===== src/sv/uxs_pkg.sv =====
// Shared types, constants and helper functions of the UTF-8 XML text sanitizer.
package uxs_pkg;

   localparam int QUEUE_DEPTH = 4;

   localparam logic [7:0] CHAR_QMARK = 8'h3F;
   localparam logic [7:0] CHAR_TAB   = 8'h09;
   localparam logic [7:0] CHAR_LF    = 8'h0A;
   localparam logic [7:0] CHAR_CR    = 8'h0D;
   localparam logic [7:0] CHAR_DEL   = 8'h7F;
   localparam logic [7:0] CHAR_SPACE = 8'h20;
   localparam logic [7:0] CHAR_AMP   = 8'h26;
   localparam logic [7:0] CHAR_LT    = 8'h3C;
   localparam logic [7:0] CHAR_GT    = 8'h3E;
   localparam logic [7:0] CHAR_QUOT  = 8'h22;
   localparam logic [7:0] CHAR_APOS  = 8'h27;

   typedef enum logic [2:0] {
      ENT_NONE,
      ENT_AMP,
      ENT_LT,
      ENT_GT,
      ENT_QUOT,
      ENT_APOS
   } ent_type;

   // One queued item: '?' run, literal bytes or an entity, trailing '?' run.
   typedef struct packed {
      logic [1:0]      pre_q;
      logic [3:0][7:0] body;
      logic [2:0]      body_n;
      ent_type         ent;
      logic [1:0]      post_q;
      logic            last;
   } job_type;

   typedef struct packed {
      logic       emit;
      logic [7:0] ch;
      ent_type    ent;
      logic       open;
      logic [2:0] len;
   } fresh_type;

   // Classify a byte seen with no sequence open.
   function automatic fresh_type fresh_classify(input logic [7:0] b, input logic esc);
      fresh_type f;
      f = '{emit: 1'b0, ch: b, ent: ENT_NONE, open: 1'b0, len: 3'd0};
      if (b < CHAR_SPACE) begin
         f.emit = (b == CHAR_TAB) || (b == CHAR_LF) || (b == CHAR_CR);
      end else if (b == CHAR_DEL) begin
         f.emit = 1'b0;
      end else if (b < 8'h80) begin
         if (esc && b == CHAR_AMP) begin
            f.ent = ENT_AMP;
         end else if (esc && b == CHAR_LT) begin
            f.ent = ENT_LT;
         end else if (esc && b == CHAR_GT) begin
            f.ent = ENT_GT;
         end else if (esc && b == CHAR_QUOT) begin
            f.ent = ENT_QUOT;
         end else if (esc && b == CHAR_APOS) begin
            f.ent = ENT_APOS;
         end else begin
            f.emit = 1'b1;
         end
      end else if (b >= 8'hC2 && b <= 8'hDF) begin
         f.open = 1'b1;
         f.len  = 3'd2;
      end else if ((b & 8'hF0) == 8'hE0) begin
         f.open = 1'b1;
         f.len  = 3'd3;
      end else if (b >= 8'hF0 && b <= 8'hF4) begin
         f.open = 1'b1;
         f.len  = 3'd4;
      end else begin
         f.emit = 1'b1;
         f.ch   = CHAR_QMARK;
      end
      return f;
   endfunction

   function automatic logic [2:0] ent_len(input ent_type e);
      logic [2:0] n;
      unique case (e)
         ENT_AMP:  n = 3'd5;
         ENT_LT:   n = 3'd4;
         ENT_GT:   n = 3'd4;
         ENT_QUOT: n = 3'd6;
         ENT_APOS: n = 3'd6;
         default:  n = 3'd0;
      endcase
      return n;
   endfunction

   function automatic logic [7:0] ent_char(input ent_type e, input logic [2:0] i);
      logic [7:0] c;
      c = 8'h3B; // ';' closes every entity
      if (i == 3'd0) begin
         c = CHAR_AMP;
      end else begin
         unique case (e)
            ENT_AMP: begin
               case (i)
                  3'd1:    c = 8'h61; // a
                  3'd2:    c = 8'h6D; // m
                  3'd3:    c = 8'h70; // p
                  default: c = 8'h3B;
               endcase
            end
            ENT_LT: begin
               case (i)
                  3'd1:    c = 8'h6C; // l
                  3'd2:    c = 8'h74; // t
                  default: c = 8'h3B;
               endcase
            end
            ENT_GT: begin
               case (i)
                  3'd1:    c = 8'h67; // g
                  3'd2:    c = 8'h74; // t
                  default: c = 8'h3B;
               endcase
            end
            ENT_QUOT: begin
               case (i)
                  3'd1:    c = 8'h71; // q
                  3'd2:    c = 8'h75; // u
                  3'd3:    c = 8'h6F; // o
                  3'd4:    c = 8'h74; // t
                  default: c = 8'h3B;
               endcase
            end
            ENT_APOS: begin
               case (i)
                  3'd1:    c = 8'h61; // a
                  3'd2:    c = 8'h70; // p
                  3'd3:    c = 8'h6F; // o
                  3'd4:    c = 8'h73; // s
                  default: c = 8'h3B;
               endcase
            end
            default: c = 8'h3B;
         endcase
      end
      return c;
   endfunction

endpackage


===== src/sv/uxs_front.sv =====
// Front end: UTF-8 sequence tracking and classification of each input byte into a job.
module uxs_front (
   input  logic              clock,
   input  logic              reset,
   input  logic              accept,
   input  logic [7:0]        data_byte,
   input  logic              last,
   input  logic              escape_enable,
   output uxs_pkg::job_type  job,
   output logic              job_push
);

   logic [2:0][7:0] held_ff, held_in;
   logic [1:0]      count_ff, count_in;
   logic [2:0]      seq_len_ff, seq_len_in;

   uxs_pkg::fresh_type fr;
   logic               ok;
   logic [2:0]         k_ext;

   always_comb begin
      fr    = uxs_pkg::fresh_classify(data_byte, escape_enable);
      k_ext = {1'b0, count_ff};

      ok = (data_byte[7:6] == 2'b10) && (count_ff != 2'd0) && (k_ext < seq_len_ff);
      if (count_ff == 2'd1) begin
         if (held_ff[0] == 8'hE0 && data_byte < 8'hA0) ok = 1'b0;
         if (held_ff[0] == 8'hED && data_byte >= 8'hA0) ok = 1'b0;
         if (held_ff[0] == 8'hF0 && data_byte < 8'h90) ok = 1'b0;
         if (held_ff[0] == 8'hF4 && data_byte >= 8'h90) ok = 1'b0;
      end

      job        = '0;
      job.ent    = uxs_pkg::ENT_NONE;
      job.last   = last;
      held_in    = held_ff;
      count_in   = count_ff;
      seq_len_in = seq_len_ff;

      if (count_ff == 2'd0 || !ok) begin
         // rejected held bytes (if any) turn to '?', then the byte starts over
         job.pre_q   = count_ff;
         job.body[0] = fr.ch;
         job.body_n  = fr.emit ? 3'd1 : 3'd0;
         job.ent     = fr.ent;
         if (fr.open) begin
            held_in[0] = data_byte;
            count_in   = 2'd1;
            seq_len_in = fr.len;
         end else begin
            count_in   = 2'd0;
            seq_len_in = 3'd0;
         end
      end else if (k_ext + 3'd1 == seq_len_ff) begin
         // sequence complete: release held bytes plus this one
         for (int j = 0; j < 4; j++) begin
            if (j < 3 && 2'(j) < count_ff) begin
               job.body[j] = held_ff[j];
            end else begin
               job.body[j] = data_byte;
            end
         end
         job.body_n = k_ext + 3'd1;
         count_in   = 2'd0;
         seq_len_in = 3'd0;
      end else begin
         held_in[count_ff] = data_byte;
         count_in          = count_ff + 2'd1;
      end

      // end of text flushes whatever is still open
      if (last && count_in != 2'd0) begin
         job.post_q = count_in;
         count_in   = 2'd0;
         seq_len_in = 3'd0;
      end

      job_push = (job.pre_q != 2'd0) || (job.body_n != 3'd0) ||
                 (job.ent != uxs_pkg::ENT_NONE) || (job.post_q != 2'd0) || last;
   end

   always_ff @(posedge clock) begin
      if (reset) begin
         count_ff   <= 2'd0;
         seq_len_ff <= 3'd0;
      end else if (accept) begin
         count_ff   <= count_in;
         seq_len_ff <= seq_len_in;
      end
   end

   always_ff @(posedge clock) begin
      if (accept) begin
         held_ff <= held_in;
      end
   end

endmodule


===== src/sv/uxs_queue.sv =====
// Small job queue between the front end and the output serializer.
module uxs_queue #(
   parameter int DEPTH = uxs_pkg::QUEUE_DEPTH
) (
   input  logic             clock,
   input  logic             reset,
   input  logic             push,
   input  uxs_pkg::job_type push_job,
   output logic             full,
   input  logic             pop,
   output uxs_pkg::job_type head_job,
   output logic             head_valid
);

   localparam int PTR_W = (DEPTH > 1) ? $clog2(DEPTH) : 1;
   localparam int CNT_W = $clog2(DEPTH + 1);

   uxs_pkg::job_type        slot_ff [DEPTH];
   logic [PTR_W-1:0]        wr_ptr_ff, wr_ptr_in;
   logic [PTR_W-1:0]        rd_ptr_ff, rd_ptr_in;
   logic [CNT_W-1:0]        count_ff, count_in;

   assign full       = (count_ff == CNT_W'(DEPTH));
   assign head_valid = (count_ff != '0);
   assign head_job   = slot_ff[rd_ptr_ff];

   always_comb begin
      wr_ptr_in = wr_ptr_ff;
      rd_ptr_in = rd_ptr_ff;
      count_in  = count_ff;
      if (push) begin
         wr_ptr_in = (wr_ptr_ff == PTR_W'(DEPTH - 1)) ? '0 : wr_ptr_ff + 1'b1;
      end
      if (pop) begin
         rd_ptr_in = (rd_ptr_ff == PTR_W'(DEPTH - 1)) ? '0 : rd_ptr_ff + 1'b1;
      end
      if (push && !pop) begin
         count_in = count_ff + 1'b1;
      end else if (pop && !push) begin
         count_in = count_ff - 1'b1;
      end
   end

   always_ff @(posedge clock) begin
      if (reset) begin
         wr_ptr_ff <= '0;
         rd_ptr_ff <= '0;
         count_ff  <= '0;
      end else begin
         wr_ptr_ff <= wr_ptr_in;
         rd_ptr_ff <= rd_ptr_in;
         count_ff  <= count_in;
      end
   end

   always_ff @(posedge clock) begin
      if (push) begin
         slot_ff[wr_ptr_ff] <= push_job;
      end
   end

endmodule


===== src/sv/uxs_back.sv =====
// Back end: writes a queued job's bytes to the output register, one per cycle unless stalled.
module uxs_back (
   input  logic             clock,
   input  logic             reset,
   input  uxs_pkg::job_type head_job,
   input  logic             head_valid,
   output logic             pop,
   output logic             rsp_valid,
   input  logic             rsp_stall,
   output logic [7:0]       rsp_out_byte,
   output logic             rsp_has_byte,
   output logic             rsp_end_of_text
);

   logic [3:0] idx_ff, idx_in;
   logic       valid_ff, valid_in;
   logic [7:0] byte_ff;
   logic       has_ff;
   logic       eot_ff;

   logic [3:0] body_end, ent_end, total;
   logic [3:0] body_off, ent_off;
   logic [7:0] sym;
   logic       final_sym;
   logic       load;

   always_comb begin
      body_end = {2'b00, head_job.pre_q} + {1'b0, head_job.body_n};
      ent_end  = body_end + {1'b0, uxs_pkg::ent_len(head_job.ent)};
      total    = ent_end + {2'b00, head_job.post_q};
      body_off = idx_ff - {2'b00, head_job.pre_q};
      ent_off  = idx_ff - body_end;

      if (idx_ff < {2'b00, head_job.pre_q}) begin
         sym = uxs_pkg::CHAR_QMARK;
      end else if (idx_ff < body_end) begin
         sym = head_job.body[body_off[1:0]];
      end else if (idx_ff < ent_end) begin
         sym = uxs_pkg::ent_char(head_job.ent, ent_off[2:0]);
      end else begin
         sym = uxs_pkg::CHAR_QMARK;
      end

      final_sym = (total == 4'd0) || (idx_ff == total - 4'd1);
      load      = head_valid && (!valid_ff || !rsp_stall);
      pop       = load && final_sym;

      idx_in = idx_ff;
      if (load) begin
         idx_in = final_sym ? 4'd0 : idx_ff + 4'd1;
      end

      valid_in = valid_ff;
      if (load) begin
         valid_in = 1'b1;
      end else if (!rsp_stall) begin
         valid_in = 1'b0;
      end
   end

   always_ff @(posedge clock) begin
      if (reset) begin
         idx_ff   <= 4'd0;
         valid_ff <= 1'b0;
      end else begin
         idx_ff   <= idx_in;
         valid_ff <= valid_in;
      end
   end

   always_ff @(posedge clock) begin
      if (load) begin
         byte_ff <= (total == 4'd0) ? 8'h00 : sym;
         has_ff  <= (total != 4'd0);
         eot_ff  <= final_sym && head_job.last;
      end
   end

   assign rsp_valid       = valid_ff;
   assign rsp_out_byte    = byte_ff;
   assign rsp_has_byte    = has_ff;
   assign rsp_end_of_text = eot_ff;

endmodule


===== src/sv/utf8_xml_text_sanitizer.sv =====
// Top level of the UTF-8 validating XML text sanitizer.
//
// Takes one text byte per transfer on the req_ channel and produces clean XML text
// on the rsp_ channel, one output byte per transfer. C0 controls other than tab,
// LF and CR are dropped, as is DEL. Multi-byte UTF-8 sequences are held until
// complete and well formed (no overlongs, surrogates or code points above
// U+10FFFF); a broken sequence turns each held byte into '?' and the breaking
// byte is looked at again. With escape_enable set (reset value 1), & < > " '
// go out as XML entities. A byte flagged req_last closes the text: an open
// sequence is flushed as '?' bytes and the last output transfer carries
// rsp_end_of_text; if that byte produced no text, one transfer with
// rsp_has_byte low carries the end marker alone. Rate: one input byte per
// cycle unless the queue is full. Output runs at one byte per cycle unless
// rsp_stall is high, so an input byte that expands to N output bytes (an
// entity of 4 to 6 bytes, a released sequence of up to 4, '?' runs) occupies
// the output serializer for N transfers; a queue of QUEUE_DEPTH classified
// items sits between the front end and the serializer, and req_stall rises
// only when that queue is full. Output bytes leave from a register. The
// escape_enable register is written on the csr_ channel (always ready) and
// is meant to change only while the block is idle.
module utf8_xml_text_sanitizer #(
   parameter int QUEUE_DEPTH = uxs_pkg::QUEUE_DEPTH
) (
   input  logic       clock,
   input  logic       reset,

   // input text bytes
   input  logic       req_valid,
   output logic       req_stall,
   input  logic [7:0] req_data_byte,
   input  logic       req_last,

   // output text bytes
   output logic       rsp_valid,
   input  logic       rsp_stall,
   output logic [7:0] rsp_out_byte,
   output logic       rsp_has_byte,
   output logic       rsp_end_of_text,

   // escape_enable register write
   input  logic       csr_valid,
   output logic       csr_ready,
   input  logic       csr_escape_enable
);

   logic             escape_enable_ff;
   logic             req_accept;
   logic             queue_full;
   logic             job_push;
   logic             job_pop;
   logic             head_valid;
   uxs_pkg::job_type front_job;
   uxs_pkg::job_type head_job;

   // the queue's fill state alone decides whether a new byte can be taken
   assign req_stall  = queue_full;
   assign req_accept = req_valid && !req_stall;
   assign csr_ready  = 1'b1;

   always_ff @(posedge clock) begin
      if (reset) begin
         escape_enable_ff <= 1'b1;
      end else if (csr_valid && csr_ready) begin
         escape_enable_ff <= csr_escape_enable;
      end
   end

   // classify the byte and update the open-sequence state
   uxs_front u_front (
      .clock         (clock),
      .reset         (reset),
      .accept        (req_accept),
      .data_byte     (req_data_byte),
      .last          (req_last),
      .escape_enable (escape_enable_ff),
      .job           (front_job),
      .job_push      (job_push)
   );

   // items that emit nothing and do not close the text never enter the queue
   uxs_queue #(
      .DEPTH (QUEUE_DEPTH)
   ) u_queue (
      .clock      (clock),
      .reset      (reset),
      .push       (req_accept && job_push),
      .push_job   (front_job),
      .full       (queue_full),
      .pop        (job_pop),
      .head_job   (head_job),
      .head_valid (head_valid)
   );

   // expand each job into output bytes, one transfer at a time
   uxs_back u_back (
      .clock           (clock),
      .reset           (reset),
      .head_job        (head_job),
      .head_valid      (head_valid),
      .pop             (job_pop),
      .rsp_valid       (rsp_valid),
      .rsp_stall       (rsp_stall),
      .rsp_out_byte    (rsp_out_byte),
      .rsp_has_byte    (rsp_has_byte),
      .rsp_end_of_text (rsp_end_of_text)
   );

endmodule


===== config.mk =====
export PLATFORM = sky130hd
export DESIGN_NAME = utf8_xml_text_sanitizer
export DESIGN_NICKNAME = d
export VERILOG_FILES = /design/src/sv/uxs_pkg.sv /design/src/sv/uxs_front.sv /design/src/sv/uxs_queue.sv /design/src/sv/uxs_back.sv /design/src/sv/utf8_xml_text_sanitizer.sv
export SDC_FILE = /design/constraint.sdc
export NUM_CORES = 1
export LEC_CHECK = 0
export ABC_AREA = 1
export BUFFER_PORTS_ARGS = -buffer_cell sky130_fd_sc_hd__clkbuf_2
export CORE_MARGIN = 1
export CORE_UTILIZATION = 30
export CTS_CLUSTER_DIAMETER = 150
export DETAILED_ROUTE_END_ITERATION = 7
export PLACE_DENSITY = 0.44
export SLEW_MARGIN = 20
export SYNTH_ARGS = -nofsm -noshare
export SYNTH_HDL_FRONTEND = slang
export SYNTH_SLANG_ARGS = --single-unit

===== constraint.sdc =====
create_clock -name clock -period 5.74 [get_ports clock]
set_input_delay 0.574 -clock clock [delete_from_list [all_inputs] [get_ports clock]]
set_output_delay 0.574 -clock clock [all_outputs]
set_load 0.05 [all_outputs]

==> impl_metrics.env <==
export IMPL_status="complete, no violations"
export IMPL_crit_slowest_cell="fa_1"
export IMPL_cts_tree="done"
export IMPL_rr_worst_depth=27
export IMPL_r2r_end="u_queue.count_ff[2]"
export IMPL_place_congestion=0.8496
export IMPL_synth_most_common_cell="edfxtp_1"
export IMPL_initial_core_util=0.3049
export IMPL_grt_overflow_total=0
export IMPL_end_kind="flop"
export IMPL_setup_tns_ns=0
export IMPL_clockBufferDepth=3
export IMPL_ant_nets=0
export IMPL_synth_area_leaders="edfxtp_1, nor2_1, nand2_1, o21ai_0, dfxtp_1"
export IMPL_ys_top_cells_by_count="edfxtp_1, nor2_1, nand2_1"
export IMPL_post_drt_wl_per_cell_um=18.08
export IMPL_vdd_drop_max_mv=0.2399
export IMPL_path_clk_slew_ns=0.06
export IMPL_tightest_slew_ns=0.9641
export IMPL_critPathMaxFanout=25
export IMPL_whs_path_depth=2
export IMPL_seq_area_mm2=0.006590
export IMPL_cts_sinks=226
export IMPL_die_h_um=192.1
export IMPL_worstHoldStart="csr_valid"
export IMPL_async_reset_ff_frac=0
export IMPL_setup_viol=0
export IMPL_worstSetupStartpointType="flop"
export IMPL_leakagePower_nw=4.762
export IMPL_hold_end="escape_enable_ff"
export IMPL_grt_max_degree=63
export IMPL_cts_root_buf="clkbuf_16"
export IMPL_report_final_slew_viol_count=0
export IMPL_antenna_found_initial=0
export IMPL_design_area_mm2=0.01230
export IMPL_drv_cap=0
export IMPL_fp_dieW_um=192.1
export IMPL_postCtsHoldBufs=0
export IMPL_io_pins=28
export IMPL_viasPerCell=4.877
export IMPL_syn_inst=1037
export IMPL_synth_yosys_warnings=0
export IMPL_portBuffers=26
export IMPL_post_route_min_period_ns=5.148
export IMPL_synth_top_cell_area_share=0.5704
export IMPL_multi_input_area_mm2=0.003732
export IMPL_cts_buffers=26
export IMPL_drtIter0Drc=556
export IMPL_synth_edf_count=206
export IMPL_critPathRequiredTime_ns=6.15
export IMPL_synth_area_per_cell_um2=10.46
export IMPL_num_antenna_cells=0
export IMPL_routed_wl_um=27920
export IMPL_fillCellCount=3602
export IMPL_postCtsSetupRepairBufs=0
export IMPL_drive_above_1_share=0.1210
export IMPL_rrSetupSlack_ns=0.59
export IMPL_critical_path_max_stage_delay_ns=0.61
export IMPL_ys_ff_latch=226
export IMPL_fin_nets=1114
export IMPL_clk_latency_ns=0.53
export IMPL_cpLargestDelayFamily="adder cells"
export IMPL_rsz0062_at_grt="false"
export IMPL_max_clock_freq_ghz=0.1943
export IMPL_worstHoldPathType="in2reg"
export IMPL_dieArea_mm2=0.03692
export IMPL_hpwl_um=18360
export IMPL_yosys_area_top_type="edfxtp_1"
export IMPL_finalHoldViolCount=0
export IMPL_power_density_mw_per_mm2=475.5
export IMPL_drc=0
export IMPL_synth_area_mm2=0.01085
export IMPL_setup_worst_path_class="reg2reg"
export IMPL_placed_cell_area_mm2=0.01151
export IMPL_synth_top_flop_cell="edfxtp_1"
export IMPL_htree_levels=1
export IMPL_num_rows=69
export IMPL_grt_pass1_vias=7343
export IMPL_slew_headroom=0.3534
export IMPL_grt_pass1_wl_um=43100
export IMPL_first_pass_iters=4
export IMPL_ys_seq_area_frac=0.6073
export IMPL_num_vias=7530
export IMPL_grt_usage=0.1552
export IMPL_yosysUniqueCellTypes=50
export IMPL_core_mm2=0.03557
export IMPL_syn_to_final_growth_pct=13.42
export IMPL_timing_hold_ws_ns=0.2490
export IMPL_arrival_ns=5.56
export IMPL_fin_crit_sh=0.8968
export IMPL_crit_buf_inv=5
export IMPL_fin_skew_ns=0.01363
-- layout by cell type, fill, tap and decap left out, types with 17 or more instances in the layout --
master and instances:
edfxtp_1 206, nor2_1 153, nand2_1 139, o21ai_0 102
inv_1 87, nand3_1 57, ha_1 29, a21oi_1 27
clkbuf_16 26, clkbuf_2 26, o221ai_1 23, dfxtp_1 19
a211oi_1 17
-- layout make-up --
class                   instances  area share
multi-input cells             673      0.3034
well taps                     461     0.04689
inverters                      99     0.03021
repair buffers                 38     0.01994
flip-flops and latches        226      0.5358
clock buffers                  31     0.05442
clock inverters                16    0.009358
-- layer usage --
| metal | track usage | wire length [µm] | vias to the layer above | part of all wire |
|---|---|---|---|---|
| met5 | 0 | 0 | - | 0 |
| met4 | 0.04422 | 649 | 0 | 0.023 |
| met3 | 0.02266 | 1166 | 45 | 0.042 |
| met2 | 0.2435 | 12240 | 154 | 0.44 |
| met1 | 0.2213 | 13870 | 3630 | 0.50 |
| li1 | - | - | 3701 | - |
-- worst max-delay path by stage --
stage	endpoint	slack, ns	cells after the start
after floorplan	u_queue.count_ff[2]	0.56	30
after global placement	u_queue.count_ff[2]	0.52	27
after detailed placement	u_queue.count_ff[2]	0.42	27
after CTS	u_queue.count_ff[2]	0.40	27
after global routing	u_queue.count_ff[2]	0.08	27
final	u_queue.count_ff[2]	0.59	27
-- power by group --
part / total (mW) / switching, mW / internal (mW)
combinational: 2.24 / 1.57 / 0.673
clock: 1.53 / 0.659 / 0.875
sequential: 2.07 / 0.0658 / 2.00
total: 5.85 / 2.30 / 3.55
-- timing repair --
action,CTS,global route
resized for setup,0,1
hold endpoints to repair,0,0
setup endpoints to repair,0,1
-- flip-flops by register name, indices dropped and copies added, names as in the netlist, named ones only --
signal / cells
u_queue.slot_ff: 172
u_back.rsp_end_of_text: 1
u_front.held_ff: 24
u_front.count_ff: 2
u_back.idx_ff: 4
u_queue.wr_ptr_ff: 2
u_back.rsp_valid: 1
u_back.rsp_has_byte: 1
u_queue.count_ff: 3
u_back.rsp_out_byte: 8
u_front.seq_len_ff: 3
escape_enable_ff: 1
u_queue.rd_ptr_ff: 2
-- cell families (layout without fill, tap and decap cells) --
| family | Yosys count | in the layout | synth area share |
|---|---|---|---|
| buffers and inverters | 141 | 184 | 0.05238 |
| AND/OR/NAND/NOR | 408 | 408 | 0.1659 |
| flip-flops | 226 | 226 | 0.6073 |
| AO/OA/AOI/OAI | 216 | 216 | 0.1212 |
| adder cells (fa/ha/maj) | 35 | 35 | 0.04453 |
| XOR/XNOR | 9 | 9 | 0.007961 |
| other | 2 | 5 | 0.0006925 |
-- stage by stage --
| stage | utilization | setup slack [ns] | instances | power, mW |
|---|---|---|---|---|
| detailed placement | 0.3237 | 0.4216 | 1497 | 4.366 |
| finish | 0.3458 | 0.5924 | 1544 | 5.849 |
| global placement | 0.3237 | 0.5239 | 1497 | 4.364 |
| global route | 0.3458 | 0.08012 | 1544 | 6.247 |
| floorplan | - | 0.5569 | 1040 | 3.712 |
| CTS | 0.3458 | 0.3977 | 1544 | 5.921 |
Power figures use the tool's default switching activity.
